**src/hw/rtl/rqs_pkg.sv**
```systemverilog
`default_nettype none
package rqs_pkg;

  localparam int KEY_W     = 32;
  localparam int IDX_W     = 6;
  localparam int DEPTH_DEF = 64;

  typedef struct packed {
    logic signed [KEY_W-1:0] key;
    logic                    last_in;
  } in_t;

  typedef struct packed {
    logic signed [KEY_W-1:0] sorted_key;
    logic [IDX_W-1:0]        original_index;
    logic                    overflow;
    logic                    last_out;
  } out_t;

  // one stored record: key and its arrival position
  typedef struct packed {
    logic signed [KEY_W-1:0] key;
    logic [IDX_W-1:0]        idx;
  } rec_t;

  typedef enum logic [3:0] {
    ST_IDLE,
    ST_INIT,
    ST_POP,
    ST_POP_WAIT,
    ST_PIVOT,
    ST_SCAN_I,
    ST_SCAN_J,
    ST_SWAP_A,
    ST_SWAP_B,
    ST_PUSH_A,
    ST_PUSH_B,
    ST_EMIT_LD,
    ST_EMIT_WAIT
  } state_t;

endpackage
`default_nettype wire

```
**src/hw/rtl/rqs_ram.sv**
```systemverilog
`default_nettype none
module rqs_ram #(
  parameter int WIDTH = 8,
  parameter int DEPTH = 64
) (
  input  wire logic                     clk,
  input  wire logic                     wr_en,
  input  wire logic [$clog2(DEPTH)-1:0] wr_addr,
  input  wire logic [WIDTH-1:0]         wr_data,
  input  wire logic [$clog2(DEPTH)-1:0] rd_addr,
  output      logic [WIDTH-1:0]         rd_data
);

  logic [WIDTH-1:0] mem [DEPTH];

  always_ff @(posedge clk) begin
    if (wr_en) begin
      mem[wr_addr] <= wr_data;
    end
    rd_data <= mem[rd_addr];
  end

endmodule
`default_nettype wire

```
**src/hw/rtl/record_quicksort_by_key.sv**
```systemverilog
// Loading: one input word per cycle; in_ready is high only while collecting.
// Sorting: iterative Hoare quicksort on one record RAM and a range stack RAM;
//   each range passes ST_POP, ST_POP_WAIT and ST_PIVOT, then alternating i and j
//   scans, swaps (ST_SWAP_A, then ST_SWAP_B) and the pushes ST_PUSH_A, ST_PUSH_B.
// Emission: each result word is loaded in ST_EMIT_LD and held until out_ready.
// Reset (rst_n low, synchronous) clears count, stack pointer, overflow and the
//   handshake state; the record and range RAMs are not cleared.
`default_nettype none
module record_quicksort_by_key #(
  parameter int DEPTH = rqs_pkg::DEPTH_DEF
) (
  input  wire logic         clk,
  input  wire logic         rst_n,
  input  wire logic         in_valid,
  output      logic         in_ready,
  input  wire rqs_pkg::in_t in_data,
  output      logic         out_valid,
  input  wire logic         out_ready,
  output rqs_pkg::out_t     out_data
);

  localparam int AW  = $clog2(DEPTH);
  localparam int CW  = $clog2(DEPTH + 1);
  localparam int IW  = AW + 2;
  localparam int RW  = $bits(rqs_pkg::rec_t);
  localparam int SW  = 2 * AW;

  rqs_pkg::state_t state_r, state_nxt;

  logic [CW-1:0]        cnt_r, cnt_nxt;
  logic [CW-1:0]        sp_r, sp_nxt;
  logic [CW-1:0]        k_r, k_nxt;
  logic                 ovf_r, ovf_nxt;
  logic [AW-1:0]        lo_r, lo_nxt, hi_r, hi_nxt;
  logic signed [IW-1:0] i_r, i_nxt, j_r, j_nxt;
  logic signed [rqs_pkg::KEY_W-1:0] pivot_r, pivot_nxt;
  rqs_pkg::rec_t        rec_i_r, rec_i_nxt, rec_j_r, rec_j_nxt;
  logic                 out_valid_r, out_valid_nxt;
  rqs_pkg::out_t        out_r, out_nxt;

  // record RAM port signals
  logic                 rec_we;
  logic [AW-1:0]        rec_waddr, rec_raddr;
  rqs_pkg::rec_t        rec_wdata;
  logic [RW-1:0]        rec_rraw;
  rqs_pkg::rec_t        rec_rd;

  // range stack port signals
  logic                 stk_we;
  logic [AW-1:0]        stk_waddr, stk_raddr;
  logic [SW-1:0]        stk_wdata, stk_rd;

  logic signed [IW-1:0] lo_s, hi_s, i_inc, j_dec;
  logic [CW-1:0]        cnt_m1, sp_m1;
  logic [AW:0]          mid_sum;

  rqs_ram #(.WIDTH(RW), .DEPTH(DEPTH)) u_rec_ram (
    .clk     (clk),
    .wr_en   (rec_we),
    .wr_addr (rec_waddr),
    .wr_data (RW'(rec_wdata)),
    .rd_addr (rec_raddr),
    .rd_data (rec_rraw)
  );

  rqs_ram #(.WIDTH(SW), .DEPTH(DEPTH)) u_stk_ram (
    .clk     (clk),
    .wr_en   (stk_we),
    .wr_addr (stk_waddr),
    .wr_data (stk_wdata),
    .rd_addr (stk_raddr),
    .rd_data (stk_rd)
  );

  assign rec_rd    = rqs_pkg::rec_t'(rec_rraw);
  assign lo_s      = {2'b00, lo_r};
  assign hi_s      = {2'b00, hi_r};
  assign i_inc     = i_r + IW'(1);
  assign j_dec     = j_r - IW'(1);
  assign cnt_m1    = cnt_r - CW'(1);
  assign sp_m1     = sp_r - CW'(1);
  assign mid_sum   = {1'b0, stk_rd[SW-1:AW]} + {1'b0, stk_rd[AW-1:0]};

  assign in_ready  = (state_r == rqs_pkg::ST_IDLE);
  assign out_valid = out_valid_r;
  assign out_data  = out_r;

  always_ff @(posedge clk) begin
    if (!rst_n) begin
      state_r     <= rqs_pkg::ST_IDLE;
      cnt_r       <= '0;
      sp_r        <= '0;
      ovf_r       <= 1'b0;
      out_valid_r <= 1'b0;
    end else begin
      state_r     <= state_nxt;
      cnt_r       <= cnt_nxt;
      sp_r        <= sp_nxt;
      ovf_r       <= ovf_nxt;
      out_valid_r <= out_valid_nxt;
    end
  end

  always_ff @(posedge clk) begin
    k_r     <= k_nxt;
    lo_r    <= lo_nxt;
    hi_r    <= hi_nxt;
    i_r     <= i_nxt;
    j_r     <= j_nxt;
    pivot_r <= pivot_nxt;
    rec_i_r <= rec_i_nxt;
    rec_j_r <= rec_j_nxt;
    out_r   <= out_nxt;
  end

  always_comb begin
    state_nxt     = state_r;
    cnt_nxt       = cnt_r;
    sp_nxt        = sp_r;
    k_nxt         = k_r;
    ovf_nxt       = ovf_r;
    lo_nxt        = lo_r;
    hi_nxt        = hi_r;
    i_nxt         = i_r;
    j_nxt         = j_r;
    pivot_nxt     = pivot_r;
    rec_i_nxt     = rec_i_r;
    rec_j_nxt     = rec_j_r;
    out_valid_nxt = out_valid_r;
    out_nxt       = out_r;

    rec_we        = 1'b0;
    rec_waddr     = cnt_r[AW-1:0];
    rec_wdata.key = in_data.key;
    rec_wdata.idx = rqs_pkg::IDX_W'(cnt_r);
    rec_raddr     = i_r[AW-1:0];
    stk_we        = 1'b0;
    stk_waddr     = sp_r[AW-1:0];
    stk_wdata     = {i_r[AW-1:0], hi_r};
    stk_raddr     = sp_m1[AW-1:0];

    case (state_r)
      rqs_pkg::ST_IDLE: begin
        if (in_valid) begin
          if (cnt_r < CW'(DEPTH)) begin
            rec_we  = 1'b1;
            cnt_nxt = cnt_r + CW'(1);
          end else begin
            ovf_nxt = 1'b1;
          end
          if (in_data.last_in) begin
            state_nxt = rqs_pkg::ST_INIT;
          end
        end
      end

      rqs_pkg::ST_INIT: begin
        sp_nxt = '0;
        if (cnt_r < CW'(2)) begin
          k_nxt     = '0;
          rec_raddr = '0;
          state_nxt = rqs_pkg::ST_EMIT_LD;
        end else begin
          stk_we    = 1'b1;
          stk_waddr = '0;
          stk_wdata = {{AW{1'b0}}, cnt_m1[AW-1:0]};
          sp_nxt    = CW'(1);
          state_nxt = rqs_pkg::ST_POP;
        end
      end

      rqs_pkg::ST_POP: begin
        if (sp_r == '0) begin
          k_nxt     = '0;
          rec_raddr = '0;
          state_nxt = rqs_pkg::ST_EMIT_LD;
        end else begin
          sp_nxt    = sp_m1;
          state_nxt = rqs_pkg::ST_POP_WAIT;
        end
      end

      rqs_pkg::ST_POP_WAIT: begin
        lo_nxt    = stk_rd[SW-1:AW];
        hi_nxt    = stk_rd[AW-1:0];
        i_nxt     = {2'b00, stk_rd[SW-1:AW]};
        j_nxt     = {2'b00, stk_rd[AW-1:0]};
        rec_raddr = mid_sum[AW:1];
        state_nxt = rqs_pkg::ST_PIVOT;
      end

      rqs_pkg::ST_PIVOT: begin
        pivot_nxt = rec_rd.key;
        rec_raddr = i_r[AW-1:0];
        state_nxt = rqs_pkg::ST_SCAN_I;
      end

      rqs_pkg::ST_SCAN_I: begin
        // read ahead at i+1 so that its record is ready for the next scan step
        if (i_r <= hi_s && rec_rd.key < pivot_r) begin
          i_nxt     = i_inc;
          rec_raddr = i_inc[AW-1:0];
        end else begin
          rec_i_nxt = rec_rd;
          rec_raddr = j_r[AW-1:0];
          state_nxt = rqs_pkg::ST_SCAN_J;
        end
      end

      rqs_pkg::ST_SCAN_J: begin
        if (j_r >= lo_s && rec_rd.key > pivot_r) begin
          j_nxt     = j_dec;
          rec_raddr = j_dec[AW-1:0];
        end else begin
          rec_j_nxt = rec_rd;
          if (i_r <= j_r) begin
            state_nxt = rqs_pkg::ST_SWAP_A;
          end else begin
            state_nxt = rqs_pkg::ST_PUSH_A;
          end
        end
      end

      rqs_pkg::ST_SWAP_A: begin
        rec_we    = 1'b1;
        rec_waddr = i_r[AW-1:0];
        rec_wdata = rec_j_r;
        state_nxt = rqs_pkg::ST_SWAP_B;
      end

      rqs_pkg::ST_SWAP_B: begin
        rec_we    = 1'b1;
        rec_waddr = j_r[AW-1:0];
        rec_wdata = rec_i_r;
        i_nxt     = i_inc;
        j_nxt     = j_dec;
        rec_raddr = i_inc[AW-1:0];
        if (i_inc <= j_dec) begin
          state_nxt = rqs_pkg::ST_SCAN_I;
        end else begin
          state_nxt = rqs_pkg::ST_PUSH_A;
        end
      end

      rqs_pkg::ST_PUSH_A: begin
        if (i_r < hi_s && sp_r < CW'(DEPTH)) begin
          stk_we    = 1'b1;
          stk_wdata = {i_r[AW-1:0], hi_r};
          sp_nxt    = sp_r + CW'(1);
        end
        state_nxt = rqs_pkg::ST_PUSH_B;
      end

      rqs_pkg::ST_PUSH_B: begin
        if (j_r > lo_s && sp_r < CW'(DEPTH)) begin
          stk_we    = 1'b1;
          stk_wdata = {lo_r, j_r[AW-1:0]};
          sp_nxt    = sp_r + CW'(1);
        end
        state_nxt = rqs_pkg::ST_POP;
      end

      rqs_pkg::ST_EMIT_LD: begin
        out_nxt.sorted_key     = rec_rd.key;
        out_nxt.original_index = rec_rd.idx;
        out_nxt.overflow       = ovf_r;
        out_nxt.last_out       = (k_r == cnt_m1);
        out_valid_nxt          = 1'b1;
        state_nxt              = rqs_pkg::ST_EMIT_WAIT;
      end

      rqs_pkg::ST_EMIT_WAIT: begin
        rec_raddr = k_r[AW-1:0] + AW'(1);
        if (out_ready) begin
          out_valid_nxt = 1'b0;
          if (out_r.last_out) begin
            // set done: clear for the next set
            cnt_nxt   = '0;
            sp_nxt    = '0;
            ovf_nxt   = 1'b0;
            state_nxt = rqs_pkg::ST_IDLE;
          end else begin
            k_nxt     = k_r + CW'(1);
            state_nxt = rqs_pkg::ST_EMIT_LD;
          end
        end
      end

      default: begin
        state_nxt = rqs_pkg::ST_IDLE;
      end
    endcase
  end

  a_cnt_bound: assert property (@(posedge clk) disable iff (!rst_n)
    cnt_r <= CW'(DEPTH))
    else $error("record count beyond depth");

  a_sp_bound: assert property (@(posedge clk) disable iff (!rst_n)
    sp_r <= CW'(DEPTH))
    else $error("range stack pointer beyond depth");

  a_out_in_emit: assert property (@(posedge clk) disable iff (!rst_n)
    out_valid_r |-> (state_r == rqs_pkg::ST_EMIT_WAIT))
    else $error("result word valid outside emission");

  a_last_to_idle: assert property (@(posedge clk) disable iff (!rst_n)
    (out_valid_r && out_ready && out_r.last_out) |=> (in_ready && cnt_r == '0))
    else $error("block not cleared after final result word");

  a_scan_range: assert property (@(posedge clk) disable iff (!rst_n)
    (state_r == rqs_pkg::ST_SCAN_I) |-> (i_r >= lo_s && i_r <= hi_s + IW'(1)))
    else $error("left scan index outside range");

endmodule
`default_nettype wire
```
**config.mk**
```make
export PLATFORM = sky130hd
export DESIGN_NAME = record_quicksort_by_key
export DESIGN_NICKNAME = d
export VERILOG_FILES = /design/src/hw/rtl/rqs_pkg.sv /design/src/hw/rtl/rqs_ram.sv /design/src/hw/rtl/record_quicksort_by_key.sv
export SDC_FILE = /design/constraint.sdc
export NUM_CORES = 2
export LEC_CHECK = 0
export BUFFER_PORTS_ARGS = -buffer_cell sky130_fd_sc_hd__buf_2
export CAP_MARGIN = 20
export CORE_ASPECT_RATIO = 2
export CORE_MARGIN = 2
export CORE_UTILIZATION = 50
export CTS_BUF_LIST = sky130_fd_sc_hd__clkbuf_8 sky130_fd_sc_hd__clkbuf_16
export DETAILED_ROUTE_END_ITERATION = 12
export PLACE_DENSITY = 0.65
export SYNTH_ARGS = -nofsm -noshare
export SYNTH_HDL_FRONTEND = slang
export SYNTH_HIERARCHICAL = 1
export SYNTH_SLANG_ARGS = --single-unit
```
**constraint.sdc**
```tcl
create_clock -name clk -period 17.29 [get_ports clk]
set_input_delay 1.729 -clock clk [delete_from_list [all_inputs] [get_ports clk]]
set_output_delay 1.729 -clock clk [all_outputs]
set_load 0.1 [all_outputs]
```
==> results.toml <==
[global_route]
grt_max_degree = 117
grt_pass1_vias = 68400
grt_pass1_wl_mm = 528
antenna_found_initial = 25
overflow = 0
grtUsageTotal_pct = 28.1

[synth]
synth_fp_nets = 6430
ys_ff_latch = 3453
ys_seq_area_share_pct = 77.1
synth_edf_count = 3383
yosys_warnings = 6
synth_cells = 6320
async_reset_ff_share_pct = 0
yosys.area.top_type = "edfxtp_1"
yosysTopAreaCellShare_pct = 76.0
synth_ff_type = "edfxtp_1"
syn_area_um2 = 134000
ys_types = 87
synth_commonest_cells = "3383 x edfxtp_1, 800 x mux4_2, 284 x nor2_1"
yosys.cell_count.top_type = "edfxtp_1"
avgSynthCellArea_um2 = 21.1
ys_top_cells_by_area = "edfxtp_1 76%, mux4_2 13%, a22oi_1 1.1%"

[clocking]
root_buffer = "clkbuf_16"
ctsHoldBuffers = 0
tritoncts = "done"
clock_tree.buffer_depth = 4
cts_buffers = 295
cts.sinks = 3453
path_clk_slew_ps = 70
clk_latency_ps = 880
h-tree-depth = 5
cts_resized = 0
post_cts_buffers = 0

[place]
port_buffers = 78
place_congestion = 0.944
hpwl_mm = 233
dpl.cell_count = 9849
post_dp_cell_area_um2 = 140000

[sta]
tightest_slew_ps = 1440
fin_tns_setup_ps = 0
final_max_slew_viol_count = 0
setup_viol = 0
finalCritPeriodShare_pct = 54.5
slew_headroom_pct = 4.21
fmax_ghz = 0.106
hold_viol = 0
skew_ps = 87.0
min_period_ps = 9430
rsz0062_at_grt = "no"

[critical_path]
crit_type = "register to register"
path_max_fanout = 92
cp-start-kind = "register"
rrSetupSlack_ps = 7860
critical_path_arrival_ps = 10120
end_kind = "register"
cp.required_ps = 17980

[routing]
vias = 67100
postRouteAntennaNets = 0
drtPass1Iterations = 5
drtIter0Drc = 7941
drt-total-wl_mm = 380
wl_per_cell_um = 36.5
drc_errors = 0
vias_per_cell = 6.45

[layout]
drive_gt1_share_pct = 25.9
fin_nets = 6749
area_growth_pct = 11.7
layout.cells.non_filler = 10400
design_area_um2 = 149000

[die]
die_y_um = 735
fp.dieW_um = 370
initial_utilization_pct = 50.2
rows = 268
core_um2 = 266000
fp.dieArea_um2 = 272000
ios = 79

[job]
maxCapViolCount = 0

[outcome]
status = "completed"

[min_path]
holdCritPathClass = "register to register"
[metal layers]
| layer | global-route usage [%] | share of wire [%] |
|---|---|---|
| met3 | 3.54 | 6.6 |
| met4 | 20.8 | 8.9 |
| met1 | 30.6 | 31 |
| met2 | 49.9 | 53 |
| met5 | 0 | 0.015 |
[sequential cells by signal, summed over array words and instances, names as in the netlist]
register           flops
i_r                    8
j_r                    8
state_r                4
cnt_r                  7
rec_j_r               38
sp_r                   7
pivot_r               32
k_r                    7
u_stk_ram/mem        768
rec_i_r               38
hi_r                   6
u_rec_ram/rd_data     38
u_stk_ram/rd_data     12
lo_r                   6
out_valid              1
out_data              40
u_rec_ram/mem       2432
ovf_r                  1
[area by class of cell]
type	instances	area, µm²
clock inverter	216	1740
timing repair buffer	357	2700
sequential	3453	103000
multi-input combinational	2466	29500
antenna	29	72.6
inverter	66	260
clock buffer	306	7580
fill	19500	117000
tap	3510	4390
[final timing paths]
path | from | end | cells past startpoint
worst max-delay path | u_rec_ram/rd_data[37]$_DFF_P_ | u_rec_ram/rd_data[10]$_DFF_P_ | 18
worst max register to register | u_rec_ram/rd_data[37]$_DFF_P_ | u_rec_ram/rd_data[10]$_DFF_P_ | 18
worst min-delay path | ovf_r$_SDFFE_PN0P_ | out_data[1]$_DFFE_PP_ | 0
worst min register to register | ovf_r$_SDFFE_PN0P_ | out_data[1]$_DFFE_PP_ | 0
[worst max-delay path, stage by stage (launching register included)]
cell and delay [ps]:
dfxtp_1 990, ha_1 430, nand4_1 160, nor2_1 70, a221oi_1 320, nand4b_1 230, o21ai_4 550, o21ai_1 250
inv_2 480, nor4b_1 190, o2bb2ai_4 510, buf_4 740, buf_4 700, buf_12 560, mux4_2 370, mux2i_1 70
a22oi_1 1000, nand2_1 260, nor3_1 920
[metrics by stage]
stage	setup WS [ps]	util (%)	hold slack, ps
3_5_place_dp	7730	52.6	437
2_1_floorplan	11470	-	409
4_1_cts	7740	56.1	480
6_report	7860	56.1	470
5_1_grt	7490	56.1	493
3_3_place_gp	7290	52.5	420
[kinds of logic (layout without fill, tap and decap cells)]
family          after synthesis  count (layout)  synth area share (%)
xor+xnor                     38              38                 0.249
fa+ha+maj                    73              73                 0.689
other cells                   0              29                     0
flops                      3453            3453                  77.1
compound gates              680             680                  3.51
mux                         920             920                  14.4
buf+inv                     401             945                  1.49
simple gates                755             755                  2.56
[cells in the final DEF (no fill, tap or decap), types with 15 or more instances in the layout]
cell and n:
nor3_1 37, buf_6 15, dfxtp_1 70, xnor2_1 20
inv_1 116, clkbuf_16 299, buf_2 78, nand2_1 178
diode_2 29, nand3_1 49, buf_4 252, nor2b_1 27
a22oi_1 193, o22ai_1 120, clkinv_1 59, nand4_1 19
a21oi_1 136, ha_1 72, bufinv_16 23, edfxtp_1 3383
clkinvlp_4 15, mux2_2 36, nand2_2 30, nand2b_1 42
o221ai_1 51, nor2_1 216, o21ai_0 37, nor2_4 68
clkinv_2 43, mux2i_1 84, a211oi_1 21, mux4_2 800
Power is left out: the tool's default activity adds up to more than one toggle a clock period on the data nets, which glitch-free logic cannot reach.
